File: src/sv/owrs_pkg.sv
// shared types and constants for the 1-wire rom search controller
package owrs_pkg;

  localparam int MaxDevicesDef = 16;
  localparam int ByteBits      = 8;
  localparam int RomBits       = 64;
  localparam int BitNumW       = 7;

  localparam logic [7:0] SearchByte = 8'hF0;

  localparam logic [1:0] REQ_START   = 2'd0;
  localparam logic [1:0] REQ_BUSDONE = 2'd1;
  localparam logic [1:0] REQ_TRIPLET = 2'd2;

  localparam logic [2:0] CMD_NONE        = 3'd0;
  localparam logic [2:0] CMD_RESET_BUS   = 3'd1;
  localparam logic [2:0] CMD_SEARCH_BYTE = 3'd2;
  localparam logic [2:0] CMD_TRIPLET     = 3'd3;
  localparam logic [2:0] CMD_ROM_FOUND   = 3'd4;
  localparam logic [2:0] CMD_FINISHED    = 3'd5;

  typedef enum logic [1:0] {
    PH_IDLE,
    PH_RESET_WAIT,
    PH_SEARCH_WAIT,
    PH_TRIPLET_WAIT
  } phase_e;

  typedef struct packed {
    logic [1:0] req_type;
    logic       first_bit;
    logic       complement_bit;
    logic       taken_direction;
  } req_t;

  typedef struct packed {
    logic [2:0]  command;
    logic        direction;
    logic [63:0] rom_value;
    logic [3:0]  rom_index;
    logic        no_response;
    logic        last_of_run;
  } rsp_t;

  typedef struct packed {
    logic [1:0] push_cnt;
    rsp_t       first;
    rsp_t       second;
  } push_t;

endpackage

File: src/sv/owrs_outq.sv
// result queue: takes up to two items a cycle, hands out one unless its output is stalled
module owrs_outq (
  input  logic           clk_i,
  input  logic           rst_ni,
  input  owrs_pkg::push_t push_i,
  output logic           room_o,
  output logic           out_valid_o,
  input  logic           out_stall_i,
  output owrs_pkg::rsp_t out_item_o
);
  import owrs_pkg::*;

  localparam int Depth = 4;
  localparam int PtrW  = $clog2(Depth);
  localparam int CntW  = $clog2(Depth + 1);

  rsp_t            mem_q [Depth];
  logic [PtrW-1:0] wr_ptr_q, wr_ptr_d, rd_ptr_q, rd_ptr_d, wr_next;
  logic [CntW-1:0] cnt_q, cnt_d;
  logic            pop;

  assign pop         = out_valid_o && !out_stall_i;
  assign out_valid_o = (cnt_q != '0);
  assign out_item_o  = mem_q[rd_ptr_q];
  assign room_o      = (cnt_q <= CntW'(Depth - 2));
  assign wr_next     = wr_ptr_q + PtrW'(1);

  always_comb begin
    wr_ptr_d = wr_ptr_q + PtrW'(push_i.push_cnt);
    rd_ptr_d = rd_ptr_q + PtrW'(pop);
    cnt_d    = cnt_q + CntW'(push_i.push_cnt) - CntW'(pop);
  end

  always_ff @(posedge clk_i) begin
    if (push_i.push_cnt != 2'd0) begin
      mem_q[wr_ptr_q] <= push_i.first;
    end
    if (push_i.push_cnt == 2'd2) begin
      mem_q[wr_next] <= push_i.second;
    end
  end

  always_ff @(posedge clk_i or negedge rst_ni) begin
    if (!rst_ni) begin
      wr_ptr_q <= '0;
      rd_ptr_q <= '0;
      cnt_q    <= '0;
    end else begin
      wr_ptr_q <= wr_ptr_d;
      rd_ptr_q <= rd_ptr_d;
      cnt_q    <= cnt_d;
    end
  end

endmodule

File: src/sv/onewire_rom_search_controller.sv
// 1-wire search-rom controller top level: input register, search logic, result queue
// path: an accepted item is held in the input register and processed when the queue
//   has room; its results are written into the queue, from which they are offered
// throughput unless stalled: one item per cycle, set by the single-pass search logic;
//   the output moves one result per cycle, so two-result items drain at that rate
// reset: asynchronous, clears the search state to idle and empties the result queue
module onewire_rom_search_controller #(
  parameter int MaxDevices = owrs_pkg::MaxDevicesDef
) (
  input  logic           clk_i,
  input  logic           rst_ni,
  input  logic           in_valid_i,
  output logic           in_stall_o,
  input  owrs_pkg::req_t in_item_i,
  output logic           out_valid_o,
  input  logic           out_stall_i,
  output owrs_pkg::rsp_t out_item_o
);
  import owrs_pkg::*;

  localparam int CntW = $clog2(MaxDevices + 1);

  function automatic logic pick_dir(input logic [BitNumW-1:0] n,
                                    input logic [BitNumW-1:0] ld,
                                    input logic [RomBits-1:0] bits);
    logic [BitNumW-1:0] nm1;
    logic               d;
    nm1 = n - BitNumW'(1);
    if (n < ld) begin
      d = bits[nm1[5:0]];
    end else begin
      d = (n == ld);
    end
    return d;
  endfunction

  function automatic logic [RomBits-1:0] rom_order(input logic [RomBits-1:0] bits);
    logic [RomBits-1:0] v;
    v = '0;
    for (int i = 0; i < RomBits / ByteBits; i++) begin
      v[RomBits-1-ByteBits*i -: ByteBits] = bits[ByteBits*i +: ByteBits];
    end
    return v;
  endfunction

  // input register
  logic in_valid_q;
  req_t in_q;
  logic room;
  logic fire;

  // search state
  phase_e             phase_q, phase_d;
  logic [RomBits-1:0] rom_q, rom_d;
  logic [BitNumW-1:0] bit_q, bit_d;
  logic [BitNumW-1:0] lzp_q, lzp_d;
  logic [BitNumW-1:0] ld_q, ld_d;
  logic               lds_q, lds_d;
  logic [CntW-1:0]    fc_q, fc_d;

  // helpers
  logic               is_start, is_done_rst, is_done_srch, is_trip;
  logic               both_ones, zero_disc, pass_end, search_over;
  logic [BitNumW-1:0] bit_m1, bit_inc, lzp_end;
  logic [RomBits-1:0] rom_upd, rom_end;
  logic [CntW-1:0]    fc_inc;
  logic [CntW+3:0]    fc_ext;
  push_t              push;

  assign in_stall_o = in_valid_q && !room;
  assign fire       = in_valid_q && room;

  always_ff @(posedge clk_i or negedge rst_ni) begin
    if (!rst_ni) begin
      in_valid_q <= 1'b0;
    end else if (!in_stall_o) begin
      in_valid_q <= in_valid_i;
    end
  end

  always_ff @(posedge clk_i) begin
    if (in_valid_i && !in_stall_o) begin
      in_q <= in_item_i;
    end
  end

  assign is_start     = fire && (in_q.req_type == REQ_START);
  assign is_done_rst  = fire && (in_q.req_type == REQ_BUSDONE) && (phase_q == PH_RESET_WAIT);
  assign is_done_srch = fire && (in_q.req_type == REQ_BUSDONE) && (phase_q == PH_SEARCH_WAIT);
  assign is_trip      = fire && (in_q.req_type == REQ_TRIPLET) && (phase_q == PH_TRIPLET_WAIT);

  assign both_ones = in_q.first_bit && in_q.complement_bit;
  assign zero_disc = !in_q.first_bit && !in_q.complement_bit && !in_q.taken_direction;
  assign bit_m1    = bit_q - BitNumW'(1);
  assign bit_inc   = bit_q + BitNumW'(1);

  always_comb begin
    rom_upd = rom_q;
    rom_upd[bit_m1[5:0]] = in_q.taken_direction;
  end

  assign rom_end     = both_ones ? rom_q : rom_upd;
  assign lzp_end     = (both_ones || !zero_disc) ? lzp_q : bit_q;
  assign pass_end    = is_trip && (both_ones || (bit_inc > BitNumW'(RomBits)));
  assign fc_inc      = fc_q + CntW'(1);
  assign search_over = (fc_inc >= CntW'(MaxDevices)) || lds_q || (lzp_end == '0);
  assign fc_ext      = {4'b0000, fc_q};

  // next state
  always_comb begin
    phase_d = phase_q;
    rom_d   = rom_q;
    bit_d   = bit_q;
    lzp_d   = lzp_q;
    ld_d    = ld_q;
    lds_d   = lds_q;
    fc_d    = fc_q;
    priority if (is_start) begin
      ld_d    = '0;
      lds_d   = 1'b0;
      fc_d    = '0;
      bit_d   = BitNumW'(1);
      lzp_d   = '0;
      phase_d = PH_RESET_WAIT;
    end else if (is_done_rst) begin
      phase_d = PH_SEARCH_WAIT;
    end else if (is_done_srch) begin
      phase_d = PH_TRIPLET_WAIT;
    end else if (pass_end) begin
      rom_d = rom_end;
      ld_d  = lzp_end;
      lds_d = lds_q || (lzp_end == '0);
      fc_d  = fc_inc;
      if (search_over) begin
        bit_d   = both_ones ? bit_q : bit_inc;
        lzp_d   = lzp_end;
        phase_d = PH_IDLE;
      end else begin
        bit_d   = BitNumW'(1);
        lzp_d   = '0;
        phase_d = PH_RESET_WAIT;
      end
    end else if (is_trip) begin
      rom_d = rom_upd;
      lzp_d = lzp_end;
      bit_d = bit_inc;
    end else begin
      phase_d = phase_q;
    end
  end

  // results
  always_comb begin
    push          = '0;
    push.push_cnt = 2'd0;
    priority if (is_start) begin
      push.push_cnt          = 2'd1;
      push.first.command     = CMD_RESET_BUS;
      push.first.last_of_run = 1'b1;
    end else if (is_done_rst) begin
      push.push_cnt          = 2'd1;
      push.first.command     = CMD_SEARCH_BYTE;
      push.first.rom_value   = RomBits'(SearchByte);
      push.first.last_of_run = 1'b1;
    end else if (is_done_srch) begin
      push.push_cnt          = 2'd1;
      push.first.command     = CMD_TRIPLET;
      push.first.direction   = pick_dir(bit_q, ld_q, rom_q);
      push.first.last_of_run = 1'b1;
    end else if (pass_end) begin
      push.push_cnt           = 2'd2;
      push.first.command      = CMD_ROM_FOUND;
      push.first.rom_value    = rom_order(rom_end);
      push.first.rom_index    = fc_ext[3:0];
      push.first.no_response  = both_ones;
      push.second.command     = search_over ? CMD_FINISHED : CMD_RESET_BUS;
      push.second.last_of_run = 1'b1;
    end else if (is_trip) begin
      push.push_cnt          = 2'd1;
      push.first.command     = CMD_TRIPLET;
      push.first.direction   = pick_dir(bit_inc, ld_q, rom_upd);
      push.first.last_of_run = 1'b1;
    end else begin
      push.first.command = CMD_NONE;
    end
  end

  always_ff @(posedge clk_i or negedge rst_ni) begin
    if (!rst_ni) begin
      phase_q <= PH_IDLE;
      rom_q   <= '0;
      bit_q   <= BitNumW'(1);
      lzp_q   <= '0;
      ld_q    <= '0;
      lds_q   <= 1'b0;
      fc_q    <= '0;
    end else begin
      phase_q <= phase_d;
      rom_q   <= rom_d;
      bit_q   <= bit_d;
      lzp_q   <= lzp_d;
      ld_q    <= ld_d;
      lds_q   <= lds_d;
      fc_q    <= fc_d;
    end
  end

  owrs_outq u_outq (
    .clk_i       (clk_i),
    .rst_ni      (rst_ni),
    .push_i      (push),
    .room_o      (room),
    .out_valid_o (out_valid_o),
    .out_stall_i (out_stall_i),
    .out_item_o  (out_item_o)
  );

  a_start_restarts: assert property (@(posedge clk_i) disable iff (!rst_ni)
    is_start |=> (phase_q == PH_RESET_WAIT) && (fc_q == '0) && (ld_q == '0))
    else $error("start item did not restart the search");

  a_bit_in_range: assert property (@(posedge clk_i) disable iff (!rst_ni)
    (phase_q == PH_TRIPLET_WAIT) |-> (bit_q != '0) && (bit_q <= BitNumW'(RomBits)))
    else $error("bit number out of range during triplets");

  a_count_bound: assert property (@(posedge clk_i) disable iff (!rst_ni)
    fc_q <= CntW'(MaxDevices))
    else $error("found count beyond device limit");

  a_pass_end_leaves_wait: assert property (@(posedge clk_i) disable iff (!rst_ni)
    pass_end |=> (phase_q == PH_IDLE) || (phase_q == PH_RESET_WAIT))
    else $error("pass end did not leave the triplet wait");

endmodule
File: config.mk
export PLATFORM = sky130hd
export DESIGN_NAME = onewire_rom_search_controller
export DESIGN_NICKNAME = d
export VERILOG_FILES = /design/src/sv/owrs_pkg.sv /design/src/sv/owrs_outq.sv /design/src/sv/onewire_rom_search_controller.sv
export SDC_FILE = /design/constraint.sdc
export NUM_CORES = 1
export LEC_CHECK = 0
export BUFFER_PORTS_ARGS = -buffer_cell sky130_fd_sc_hd__buf_2
export CAP_MARGIN = 20
export CORE_MARGIN = 5
export CORE_UTILIZATION = 56
export CTS_CLUSTER_DIAMETER = 120
export DETAILED_ROUTE_END_ITERATION = 10
export GPL_TIMING_DRIVEN = 0
export MAX_ROUTING_LAYER = met4
export PLACE_DENSITY = 0.76
export SETUP_SLACK_MARGIN = 0.1
export SYNTH_ARGS = -nofsm -noshare
export SYNTH_HDL_FRONTEND = slang
export SYNTH_SLANG_ARGS = --single-unit
File: constraint.sdc
create_clock -name clk_i -period 3.5 [get_ports clk_i]
set_input_delay 1.05 -clock clk_i [delete_from_list [all_inputs] [get_ports clk_i]]
set_output_delay 1.05 -clock clk_i [all_outputs]
set_load 0.01 [all_outputs]
* Yosys cells after proc, flatten, opt, wreduce, memory -nomap -nowiden
Memory sizes are Yosys's and may differ from the RTL's. Cells that the tools add are included. Widths: inputs -> output; s select.
Operators by class: add/sub/neg operators 9, $lt $le $gt $ge 8, equality and inequality tests 11, muxes and demuxes 75, bitwise gates (word level) 3, reductions and logical operators 39
Operators by type and width (count):
- $mux 64 | 4
- $mux 69 | 2
- $mux 7 | 18
- $mux 70 | 1
- $bwmux 64 | 1
- $mux 5 | 8
- $mux 1 | 27
- $logic_and 1x1->1 | 15
- $mux 3 | 5
- $eq 7x7->1 | 2
- $lt 6x7->1 const B | 2
- $lt 7x7->1 | 2
- $bmux 1 s6 | 2
- $sub 6x1->6 const B | 2
- $mux 2 | 5
- $eq 2x2->1 const B | 4
- $reduce_and 4->1 | 2
- $add 7x1->7 const B | 1
- $gt 7x7->1 const B | 1
- $logic_not 1->1 | 7
- $logic_not 7->1 | 1
- $demux 1 s6 | 1
- $ge 6x1->1 const B | 1
- $mux 6 | 1
- other kinds (18) | 30
Storage, ports and cells: bits in registers 106, memory bits (writable) 296, input bits 9, word-level logic and storage cells 161, memories 1
Memories:
- u_outq.mem_q | depth 4, bits a word 74, rd ports 1, clocked after Yosys merged registers in 0, write ports 2, RTL line owrs_outq.sv:17 | rsp_t mem_q [Depth];

* Logic depth before layout (Yosys ltp)
Gate-level depths: netlist of run 1.
word-level depth 17, depth in mapped cells 14, mapped depth without buffers 13

* Cells and area by module
A second synthesis of run 1 with hierarchy kept.
Unflattened totals: cells, all modules 1635, area total of the unflattened synthesis 22850.7 um2
Modules (own cells, without submodules):
- owrs_outq | instances 1, cells an instance 758, area each 15292.2 um2, seq. area each 9063.7 um2
- onewire_rom_search_controller | instances 1, cells an instance 877, area each 7558.5 um2, seq. area each 2503.7 um2

* Least setup slack after synthesis of run 1
No wires, ideal clock.
path type reg-to-reg, start point reg bit_q[0], end point reg u_outq.cnt_q[2], library setup time 123 ps, arrival 3107 ps, data required time 3377 ps, path slack 270 ps, cell stages (with the launch flop) 15, path buffers 3, clock period less this slack 3230 ps, cells stage by stage dfstp_2 ha_1 clkbuf_2 and2_1 nand4_1 xor2_1 a32oi_2 and2b_1 inv_2 clkbuf_1 clkbuf_1 ha_1 inv_1 fa_1 xnor2_1
On the way: word-level cells in the longest chain between the ends 10
Ends and longest elaborated chain:
- start: declaration | RTL line onewire_rom_search_controller.sv:55 | logic [BitNumW-1:0] bit_q, bit_d;
- start signal: assignment | RTL line onewire_rom_search_controller.sv:192 | bit_q <= BitNumW'(1);
- start signal: assignment | RTL line onewire_rom_search_controller.sv:200 | bit_q <= bit_d;
- $add 7x1->7 | RTL line onewire_rom_search_controller.sv:95 | assign bit_inc = bit_q + BitNumW'(1);
- $gt 7x7->1 | RTL line onewire_rom_search_controller.sv:104 | assign pass_end = is_trip && (both_ones || (bit_inc > BitNumW'(RomBits)));
- $logic_or 1x1->1 | RTL line onewire_rom_search_controller.sv:104
- $logic_and 1x1->1 | RTL line onewire_rom_search_controller.sv:104
- $mux 5 | RTL line onewire_rom_search_controller.sv:170 | end else if (pass_end) begin
- $mux 6 | RTL line onewire_rom_search_controller.sv:165 | end else if (is_done_srch) begin
- $mux 5 | RTL line onewire_rom_search_controller.sv:160 | end else if (is_done_rst) begin
- $mux 5 | RTL line onewire_rom_search_controller.sv:156 | priority if (is_start) begin
- $add 3x2->3 | RTL line owrs_outq.sv:31 | cnt_d = cnt_q + CntW'(push_i.push_cnt) - CntW'(pop);
- $sub 3x1->3 | RTL line owrs_outq.sv:31
- via u_outq.cnt_d[2] | RTL line owrs_outq.sv:19 | logic [CntW-1:0] cnt_q, cnt_d;
- end signal: assignment | RTL line owrs_outq.sv:51 | cnt_q <= cnt_d;
- end: declaration | RTL line owrs_outq.sv:19
The timed path passes the listed nets, and every way through them passes these cells. A chain may end at the register's enable or synchronous reset.

==> results of run 1 <==
[what timing repair did]
| action | 4_1_cts | 5_1_grt |
|---|---|---|
| pin swaps | 9 | 5 |
| resized for setup | 106 | 38 |
| buffers inserted | 13 | 1 |
| cloned | 0 | 0 |
| hold endpoints to repair | 0 | 0 |
| endpoints found under the setup margin | 436 | 223 |
[layout make-up]
| class | count | area share |
|---|---|---|
| antenna | 1 | 0.0001160 |
| clock buffer | 60 | 0.05647 |
| sequential | 402 | 0.4043 |
| clock inverter | 15 | 0.004580 |
| inverter | 30 | 0.005392 |
| tap | 442 | 0.02563 |
| buffer | 141 | 0.03519 |
| multi-input combinational | 1079 | 0.4415 |
| timing repair buffer | 102 | 0.02684 |
[power breakdown]
group	switching [mW]	internal [mW]
clock network	1.89	2.43
logic	3.28	1.72
registers	0.184	4.87
[placed cells by master (no fill, tap or decap), types with 5 or more instances in the layout]
| cell | netlist | routed |
|---|---|---|
| a21oi_2 | 9 | 18 |
| clkbuf_16 | 0 | 42 |
| clkbuf_1 | 85 | 78 |
| clkinv_2 | 0 | 7 |
| o21ai_1 | 8 | 8 |
| xor2_1 | 10 | 7 |
| a32o_1 | 17 | 17 |
| a31oi_1 | 6 | 5 |
| nand4_1 | 6 | 6 |
| nand2_1 | 121 | 116 |
| nor2b_1 | 7 | 6 |
| xnor2_1 | 9 | 8 |
| mux2_2 | 72 | 72 |
| nand2b_1 | 8 | 7 |
| buf_4 | 6 | 23 |
| and2_1 | 7 | 6 |
| buf_2 | 26 | 111 |
| mux2i_1 | 30 | 29 |
| buf_1 | 17 | 7 |
| dfxtp_1 | 284 | 284 |
| edfxtp_1 | 17 | 17 |
| a22o_1 | 272 | 272 |
| clkbuf_8 | 0 | 13 |
| a21oi_1 | 67 | 58 |
| nor2_1 | 42 | 26 |
| o22ai_1 | 6 | 6 |
| inv_1 | 26 | 26 |
| ha_1 | 23 | 21 |
| o21ai_0 | 90 | 88 |
| nand2_2 | 1 | 6 |
| or3_1 | 5 | 5 |
| dfrtp_1 | 100 | 100 |
| nor3_1 | 17 | 15 |
| buf_6 | 7 | 16 |
| nand3_1 | 87 | 85 |
| nor2_4 | 2 | 14 |
| mux4_2 | 93 | 93 |
| clkbuf_2 | 1 | 10 |
[stage by stage]
step	worst slack, ns	hold WS [ns]
global route	0.05073	0.4782
floorplan	0.2701	0.4264
CTS	0.1071	0.4570
detailed placement	-0.9297	0.4515
finish	0.1086	0.4560
global placement	-0.8264	0.4373
[registers in the layout, indices dropped and copies added (netlist names)]
register / count
bit_q: 7
u_outq.cnt_q: 3
fc_q: 5
in_valid_q: 1
lzp_q: 7
lds_q: 1
u_outq.wr_ptr_q: 2
rom_q: 64
in_q: 5
u_outq.rd_ptr_q: 2
u_outq.mem_q: 296
phase_q: 2
ld_q: 7
[metal layers]
layer / up-vias / GRT usage / part of all wire
li1: 6619 / - / -
met1: 7695 / 0.4327 / 0.40
met2: 1010 / 0.4729 / 0.46
met3: 216 / 0.04866 / 0.10
met4: 0 / 0.1155 / 0.043
met5: - / - / 0
[critical path: stages, from the launching register on]
cell and delay, ns:
dfstp_2 0.55, buf_6 0.14, buf_2 0.28, buf_1 0.58, clkbuf_2 0.45, nand3_2 0.39, o21ai_0 0.41, a21oi_1 0.24
a22o_1 0.24
[cell families after synthesis]
logic type	count (synthesis)	synth area share
xor+xnor	21	0.01066
buf+inv	172	0.04043
simple gates	325	0.08387
compound gates	514	0.2093
flops	402	0.4675
fa+ha+maj	24	0.01649
mux	195	0.1718
[final timing paths]
check / start / depth (start not counted) / to
setup / recovery: bit_q[0] / 8 / u_outq.mem_q[1][62]
hold / removal: u_outq.mem_q[2][70] / 2 / u_outq.mem_q[2][70]
setup reg to reg: bit_q[0] / 8 / u_outq.mem_q[1][62]
hold reg to reg: u_outq.mem_q[2][70] / 2 / u_outq.mem_q[2][70]
max in group asynchronous: rst_ni / 2 / rom_q[35]
min in group asynchronous: rst_ni / 1 / lzp_q[3]
==> results.txt, run 1 <==
Status: complete, no violations
Worst Path Required: 3.93 ns
Clock skew: 0.01457 ns
Top cell type by total area after synthesis: dfxtp_1
CTS root buf: clkbuf_16
Critical path class: flip-flop to flip-flop
Power Dens Cells: 666.0 nW/um^2
Clock Tree Buf Depth: 3
Worst Hold Class: flip-flop to flip-flop
Synth top cells by count: dfxtp_1, a22o_1, nand2_1
Yosys cell types: 76
Top cell type's share of synthesized area: 0.3046
Die Y: 192.6 um
Fillers: 2478
Post-Synthesis Cells: 1653
1st-iter DRT viols: 1793
Ys flop type: dfxtp_1
Total grt overflow: 0
Largest cells by area after synthesis: dfxtp_1, dfrtp_1, a22o_1
Worst path arrival time: 3.82 ns
Footprint of the multi-input gates: 9528 um^2
Cell Area, Placed: 19690 um^2
# clock sinks: 402
Clk Latency, worst-skew pair: 0.54 ns
Fin area: 21580 um^2
Non-Filler Instances: 2272
CP Max Fanout: 10
Vias in the first global route: 15200
Yosys warns: 0
Reg-to-reg slack, setup: 0.11 ns
Setup TNS: 0 ns
Max-Cap Viols: 0
Syn Std Cell Area: 18660 um^2
Final setup fails: 0
Drt first pass iters: 7
Initial antenna violation count: 1
Max-slew violation count: 0
Tot Pwr: 14.37 mW
Post-synth EDFFs: 17
Port-buffer cells: 84
Std-Cell Rows: 66
Synth Register Bits: 402
H-tree depth: 2
Number of routed nets with antenna violations: 0
P_leak: 8.588 nW
Post-synthesis sequential area ratio: 0.4675
Reg area: 8725 um^2
Syn Nets: 1686
Final Hold Vio Count: 0
Mean Syn Cell Area: 11.29 um^2
WL per Instance: 25.42 um
Count of placed standard cells including taps: 2183
Tot GR Track Use: 0.3132
DR vias: 15540
Starting Density: 0.5707
Period utilization: 0.9690
DRC viols: 0
# nets final: 1830
Mean number of vias per cell: 6.840
Die area: 37080 um^2
Die width: 192.6 um
Syn-to-layout area delta: 15.63%
Count leader, synth: dfxtp_1
Worst vdd ir: 0.3504 mV
Fraction of layout cells with a size suffix above 1: 0.2663
Post-layout min period: 3.391 ns
CP endpoint kind: flip-flop
First-pass GRT wire length: 88090 um
CTS tree: yes
Drt total wl: 57750 um
Util after Layout: 0.6599
Clock Pin Slew Worst Setup and Hold Paths: 0.06 ns
Least-Margin Pin Slew: 0.8807 ns
# IOs: 85
Slew HR: 0.4116
Core area: 32700 um^2
Post-detail-place hpwl: 39890 um
Number of CTS-inserted buffers: 41
CP Launch Type: flip-flop
Hold-fix buffers, CTS: 0
RSZ-0062 raised after global routing: true
GP Congestion: 1.003
FMAX: 294.9 MHz
Async SR Flop Fraction: 0.2512
Largest net degree at the start of global routing: 57
Note: power is estimated with default switching activity, not from simulation.
==> run 2, diff against run 1 <==
Settings changed: CELL_PAD_IN_SITES_DETAIL_PLACEMENT from default to 2, CELL_PAD_IN_SITES_GLOBAL_PLACEMENT from default to 2, CORE_UTILIZATION 56 to 38, PLACE_DENSITY 0.76 to 0.75.
==> run 2 against run 1 <==
Compared with the run above: via count up 0.86%; combinational power rose by 12%; final cell count up 11%; setup slack improved by 0.021 ns; die area rose by 45%; power increased by 11%; largest cell class unchanged; highest routed layer unchanged.
==> results.txt, run 2 (synthesis gave the netlist of run 1 again) <==
Status: complete, no violations
H-tree depth: 2 (unchanged)
CP endpoint kind: flip-flop
Starting Density: 0.3828 (-0.1879)
Drt total wl: 73650 um (+28%)
Comb power frac: 0.351 (+0.003)
CP max stage delay: 0.56 ns (-0.02 ns)
Number of routed nets with antenna violations: 0 (unchanged)
Met3 usage: 0.04116 (-0.007500)
Family with the most delay on the worst path: simple AND/OR/NAND/NOR gates
Cell Chain, Critical Path: buf_6 > nand3_1 > or3_1 > and3_1 > a32oi_2 > and2b_2 > clkinv_4 > mux2i_1 > nand2_2 > buf_4 > clkbuf_1 > a22o_1
Worst hold path cell count: 2 (unchanged)
Clk Latency, worst-skew pair: 0.59 ns (+0.05 ns)
Worst Path Buf+Inv: 4 (unchanged)
Largest net degree at the start of global routing: 62 (+8.8%)
Syn-to-layout area delta: 21.25%
P_leak: 8.998 nW (+4.8%)
Die area: 53650 um^2 (+45%)
Max-slew violation count: 0 (unchanged)
Tot GR Track Use: 0.2760 (-0.03725)
First-pass GRT wire length: 110200 um (+25%)
# nets final: 1859 (+1.6%)
Final setup fails: 0 (unchanged)
Worst path arrival time: 3.84 ns (+0.02 ns)
Cell Area, Placed: 20030 um^2 (+1.7%)
Vias in the first global route: 17000 (+12%)
Slew HR: 0.3837 (-0.02796)
Post-layout min period: 3.371 ns (-0.02063 ns)
Clock Pin Slew Worst Setup and Hold Paths: 0.06 ns (about the same)
M1 GR Usage: 0.3487 (-0.08401)
Worst Path Required: 3.97 ns (+0.04 ns)
Psw: 5.960 mW (+11%)
Worst reg2reg path depth: 12 (+4)
WL per Instance: 29.13 um (+15%)
# clock sinks: 402 (unchanged)
Fillers: 4860 (+96%)
Max-Cap Viols: 0 (unchanged)
Slowest-stage cell, CP: dfstp_2
Reg with most FFs: u_outq.mem_q
PnR worst setup slack: 0.1292 ns (+0.02064 ns)
Total grt overflow: 0 (unchanged)
CP Launch Type: flip-flop
GP Congestion: 0.9013 (-10%)
Met2 Use GR: 0.4589 (-0.01404)
Fraction of layout cells with a size suffix above 1: 0.3092 (+0.04291)
Critical path class: flip-flop to flip-flop
CP Max Fanout: 10 (unchanged)
Drt first pass iters: 5 (-2)
Worst vdd ir: 0.3729 mV (+6.4%)
DRC viols: 0 (unchanged)
Fin area: 22630 um^2 (+4.9%)
Setup TNS: 0 ns (unchanged)
Number of CTS-inserted buffers: 46 (+12%)
Hold-fix buffers, CTS: 0 (unchanged)
Clock network power share: 0.331 (+0.030)
Most Used Layer, Global Route: met2
Die width: 231.6 um (+20%)
Worst Hold Class: flip-flop to flip-flop
Biggest regs: u_outq.mem_q x296, rom_q x64
CTS tree: yes
Clock skew: 0.01358 ns (-0.0009848 ns)
Post-detail-place hpwl: 50810 um (+27%)
Worst slack at placement: -1.205 ns (-0.2751 ns)
Mean number of vias per cell: 6.200 (-9.4%)
DR vias: 15670 (+0.86%)
Port-buffer cells: 84 (unchanged)
Tot Pwr: 15.92 mW (+11%)
# IOs: 85 (unchanged)
Net Sw Frac: 0.3744 (+0.002166)
Least-Margin Pin Slew: 0.9225 ns (+0.04184 ns)
RSZ-0062 raised after global routing: true
Highest-count cells in the layout ignoring fill and taps: dfxtp_1, a22o_1, buf_2
Power Dens Cells: 703.5 nW/um^2 (+5.6%)
1st-iter DRT viols: 1040 (-42%)
Initial antenna violation count: 1 (unchanged)
Seq pwr share: 0.319 (-0.033)
Design internal power: 9.959 mW (+10%)
Die Y: 231.6 um (+20%)
Max reg flops: 296 (unchanged)
Clock Tree Buf Depth: 3 (unchanged)
Most common cell after layout, fill and taps aside: dfxtp_1
FMAX: 296.7 MHz (+0.61%)
CTS root buf: clkbuf_16
Final Hold Vio Count: 0 (unchanged)
Util after Layout: 0.4642 (-0.1957)
Period utilization: 0.9631 (-0.005896)
Stages on the worst setup path: 12 (+4)
Std-Cell Rows: 81 (+23%)
Core area: 48750 um^2 (+49%)
-- run 2: cell types whose count changed in the layout (fill, tap and decap cells not counted), sizes merged --
cell / before / now
buf: 158 / 185
bufinv: 0 / 7
clkbuf: 143 / 138
clkdlybuf4s15: 2 / 0
clkdlybuf4s18: 0 / 1
clkinv: 9 / 18
clkinvlp: 4 / 0
inv: 32 / 33
-- run 2: worst register-to-register path, delay by kind of cell (launching register included) --
kind | cells | cell delay [ns]
compound gates | 2 | 0.63
simple gates | 5 | 1.03
flops | 1 | 0.56
mux | 1 | 0.28
buf+inv | 4 | 0.77
-- run 2: power groups by stage --
stage / clock (mW) / sequential [mW] / combinational (mW)
after floorplan: 0 / 5.07 / 3.10
after global placement: 0 / 5.14 / 4.60
after detailed placement: 0 / 5.15 / 4.76
after CTS: 5.33 / 5.06 / 5.30
after global routing: 5.51 / 5.09 / 5.88
final: 5.27 / 5.07 / 5.58
-- run 2: routing by layer --
layer / share of wire / vias to the layer above
met4: 0.031 / 0
met3: 0.052 / 161
met2: 0.49 / 507
met5: 0 / -
li1: - / 6691
met1: 0.43 / 8314
-- run 2: through the flow --
stage                     instances  hold WS (ns)
after floorplan                1653        0.4264
after global placement         2401        0.4399
after detailed placement       2409        0.4425
after CTS                      2511        0.4469
after global routing           2528        0.4782
final                          2528        0.4480
-- run 2: what timing repair did --
item | in CTS | in global routing
resized for setup | 168 | 80
setup buffers | 17 | 16
pin swaps | 13 | 12
setup endpoints to repair | 451 | 259
-- run 2: path summary, 6_finish.rpt --
path,start,end,slack (ns)
worst max-delay path,bit_q[0],u_outq.mem_q[3][26],0.13
worst min-delay path,u_outq.mem_q[0][70],u_outq.mem_q[0][70],0.45
worst max register to register,bit_q[0],u_outq.mem_q[3][26],0.13
worst min register to register,u_outq.mem_q[0][70],u_outq.mem_q[0][70],0.45
max in group asynchronous,rst_ni,rom_q[43],2.18
min in group asynchronous,rst_ni,lzp_q[5],0.58
-- run 2: layout make-up --
class / count / area (um^2) / share of cell area
antenna: 1 / 2.502 / 0.0001106
buffer: 142 / 843.3 / 0.03727
clock buffer: 57 / 1295 / 0.05723
clock inverter: 28 / 342.8 / 0.01515
inverter: 30 / 122.6 / 0.005419
multi-input combinational: 1079 / 9686 / 0.4280
sequential: 402 / 8725 / 0.3855
tap: 664 / 830.8 / 0.03671
timing repair buffer: 125 / 782.0 / 0.03456
==> run 3, diff against run 2 <==
Settings changed: CORE_UTILIZATION 38 to 39, CTS_BUF_LIST from default to sky130_fd_sc_hd__clkbuf_8, PLACE_DENSITY 0.75 to 0.77.
==> run 3 against run 2 <==
Compared with the run above: clock skew is 0.016 ns higher; combinational power is 0.9% lower; count of clock-buffer cells in the layout is 35 higher; critical path type unchanged; critical endpoint is now u_outq.mem_q[3][70].
==> results.txt, run 3 (synthesis gave the netlist of run 1 again) <==
First-pass GRT wire length: 110800 um (+0.50%)
Cell Chain, Critical Path: buf_6 > inv_4 > ha_4 > xor2_2 > clkbuf_2 > o221ai_1 > a2111o_1 > nand4_1 > nand4_1 > o41ai_2 > a41oi_2 > buf_6 > o2bb2ai_1
CP Launch Type: flip-flop
Fraction of layout cells with a size suffix above 1: 0.3156 (+0.006417)
FMAX: 295.4 MHz (-0.43%)
Starting Density: 0.3925 (+0.009682)
Clock skew: 0.02916 ns (+0.01558 ns)
Worst vdd ir: 0.2626 mV (-30%)
CP Max Fanout: 11 (+1)
Clk Latency, worst-skew pair: 0.67 ns (+0.08 ns)
Drt first pass iters: 5 (unchanged)
# IOs: 85 (unchanged)
CTS tree: yes
CP endpoint kind: flip-flop
Syn-to-layout area delta: 19.91%
Port-buffer cells: 84 (unchanged)
Tot GR Track Use: 0.2793 (+0.003358)
Die width: 228.8 um (-1.2%)
CP max stage delay: 0.55 ns (about the same)
Worst slack at placement: -1.197 ns (+0.008250 ns)
Number of routed nets with antenna violations: 0 (unchanged)
Worst setup path start: bit_q[0]
Post-detail-place hpwl: 50370 um (-0.88%)
Power Dens Cells: 681.8 nW/um^2 (-3.1%)
Total grt overflow: 0 (unchanged)
Initial antenna violation count: 1 (unchanged)
Fin area: 22380 um^2 (-1.1%)
Max-slew violation count: 0 (unchanged)
H-tree depth: 3 (+1)
Tot Pwr: 15.26 mW (-4.2%)
DR vias: 15830 (+0.98%)
Number of CTS-inserted buffers: 73 (+59%)
Vias in the first global route: 17220 (+1.3%)
PnR worst setup slack: 0.1147 ns (-0.01454 ns)
# clock sinks: 402 (unchanged)
# nets final: 1880 (+1.1%)
Die Y: 228.8 um (-1.2%)
Period utilization: 0.9672 (+0.004154)
Mean number of vias per cell: 6.295 (+1.5%)
Biggest regs: u_outq.mem_q x296, rom_q x64
Worst Path Required: 4.09 ns (+0.12 ns)
Most common cell after layout, fill and taps aside: dfxtp_1
Worst Hold Class: flip-flop to flip-flop
DRC viols: 0 (unchanged)
Slew HR: 0.3729 (-0.01074)
WL per Instance: 28.92 um (-0.75%)
Count of placed standard cells including taps: 2358 (-2.1%)
RSZ-0062 raised after global routing: true
Slowest-stage cell, CP: dfstp_2
Launch point of the worst reg-to-reg path: bit_q[0]
Largest net degree at the start of global routing: 64 (+3.2%)
GP Congestion: 0.9059 (+0.51%)
CTS root buf: clkbuf_8
Highest-count cells in the layout ignoring fill and taps: dfxtp_1, a22o_1, nand2_1
Clock Tree Buf Depth: 3 (unchanged)
Final Hold Vio Count: 0 (unchanged)
Critical path class: flip-flop to flip-flop
Reg with most FFs: u_outq.mem_q
Worst path arrival time: 3.97 ns (+0.13 ns)
Max reg flops: 296 (unchanged)
P_leak: 8.976 nW (-0.25%)
Post-layout min period: 3.385 ns (+0.01454 ns)
Drt total wl: 72700 um (-1.3%)
Cell Area, Placed: 19930 um^2 (-0.51%)
Std-Cell Rows: 80 (-1.2%)
Die area: 52330 um^2 (-2.5%)
Final setup fails: 0 (unchanged)
Hold-fix buffers, CTS: 0 (unchanged)
1st-iter DRT viols: 1225 (+18%)
Non-Filler Instances: 2514 (-0.55%)
Core area: 47550 um^2 (-2.5%)
Least-Margin Pin Slew: 0.9386 ns (+0.01608 ns)
Clock Pin Slew Worst Setup and Hold Paths: 0.06 ns (about the same)
Max-Cap Viols: 0 (unchanged)
Min-delay src: u_outq.mem_q[0][70]
Status: complete, no violations
run 3: cell type report:
type / count / area (um^2)
Fill cell: 4764 / 25170
Sequential cell: 402 / 8726
Buffer: 142 / 853.3
Inverter: 30 / 121.4
Clock inverter: 34 / 229.0
Antenna cell: 1 / 2.502
Clock buffer: 92 / 1266
Multi-Input combinational cell: 1079 / 9679
Tap cell: 615 / 769.5
Timing Repair Buffer: 119 / 732.0
run 3: stage by stage:
step	setup TNS (ns)	hold slack, ns	utilization
after floorplan	0	0.4264	-
after global placement	-233.50	0.4392	0.4176
after detailed placement	-215.81	0.4430	0.4191
after CTS	0	0.4488	0.4645
after global routing	0	0.4778	0.4707
final	0	0.4458	0.4707
run 3: worst paths after layout:
path	endpoint	slack (ns)	depth (start not counted)
max	u_outq.mem_q[3][70]	0.11	13
min	u_outq.mem_q[0][70]	0.45	2
max reg2reg	u_outq.mem_q[3][70]	0.11	13
min reg2reg	u_outq.mem_q[0][70]	0.45	2
max in group asynchronous	rom_q[38]	2.22	2
min in group asynchronous	ld_q[2]	0.52	1
run 3: layer usage:
metal / part of all wire / vias up / global-route usage
met5: 0 / - / -
met4: 0.028 / 0 / 0.08773
met3: 0.059 / 153 / 0.04460
met2: 0.48 / 569 / 0.4546
met1: 0.43 / 8348 / 0.3607
li1: - / 6756 / -
run 3: critical path: cells and delay by family (launching register included):
family / cells / cell delay [ns]
AO/OA/AOI/OAI: 5 / 1.23
buffers and inverters: 4 / 0.75
flip-flops: 1 / 0.55
adder cells (fa/ha/maj): 1 / 0.21
XOR/XNOR: 1 / 0.25
AND/OR/NAND/NOR: 2 / 0.30
run 3: timing repair:
action                     CTS  global route
pin swaps                   12             8
setup endpoints to repair  444           279
resized for setup          170            71
setup buffers               19            10
run 3: power breakdown:
group          switching, mW  internal [mW]  total (mW)
sequential             0.200           4.87        5.07
clock                   2.08           2.58        4.66
combinational           3.62           1.90        5.53
total                   5.90           9.35        15.3
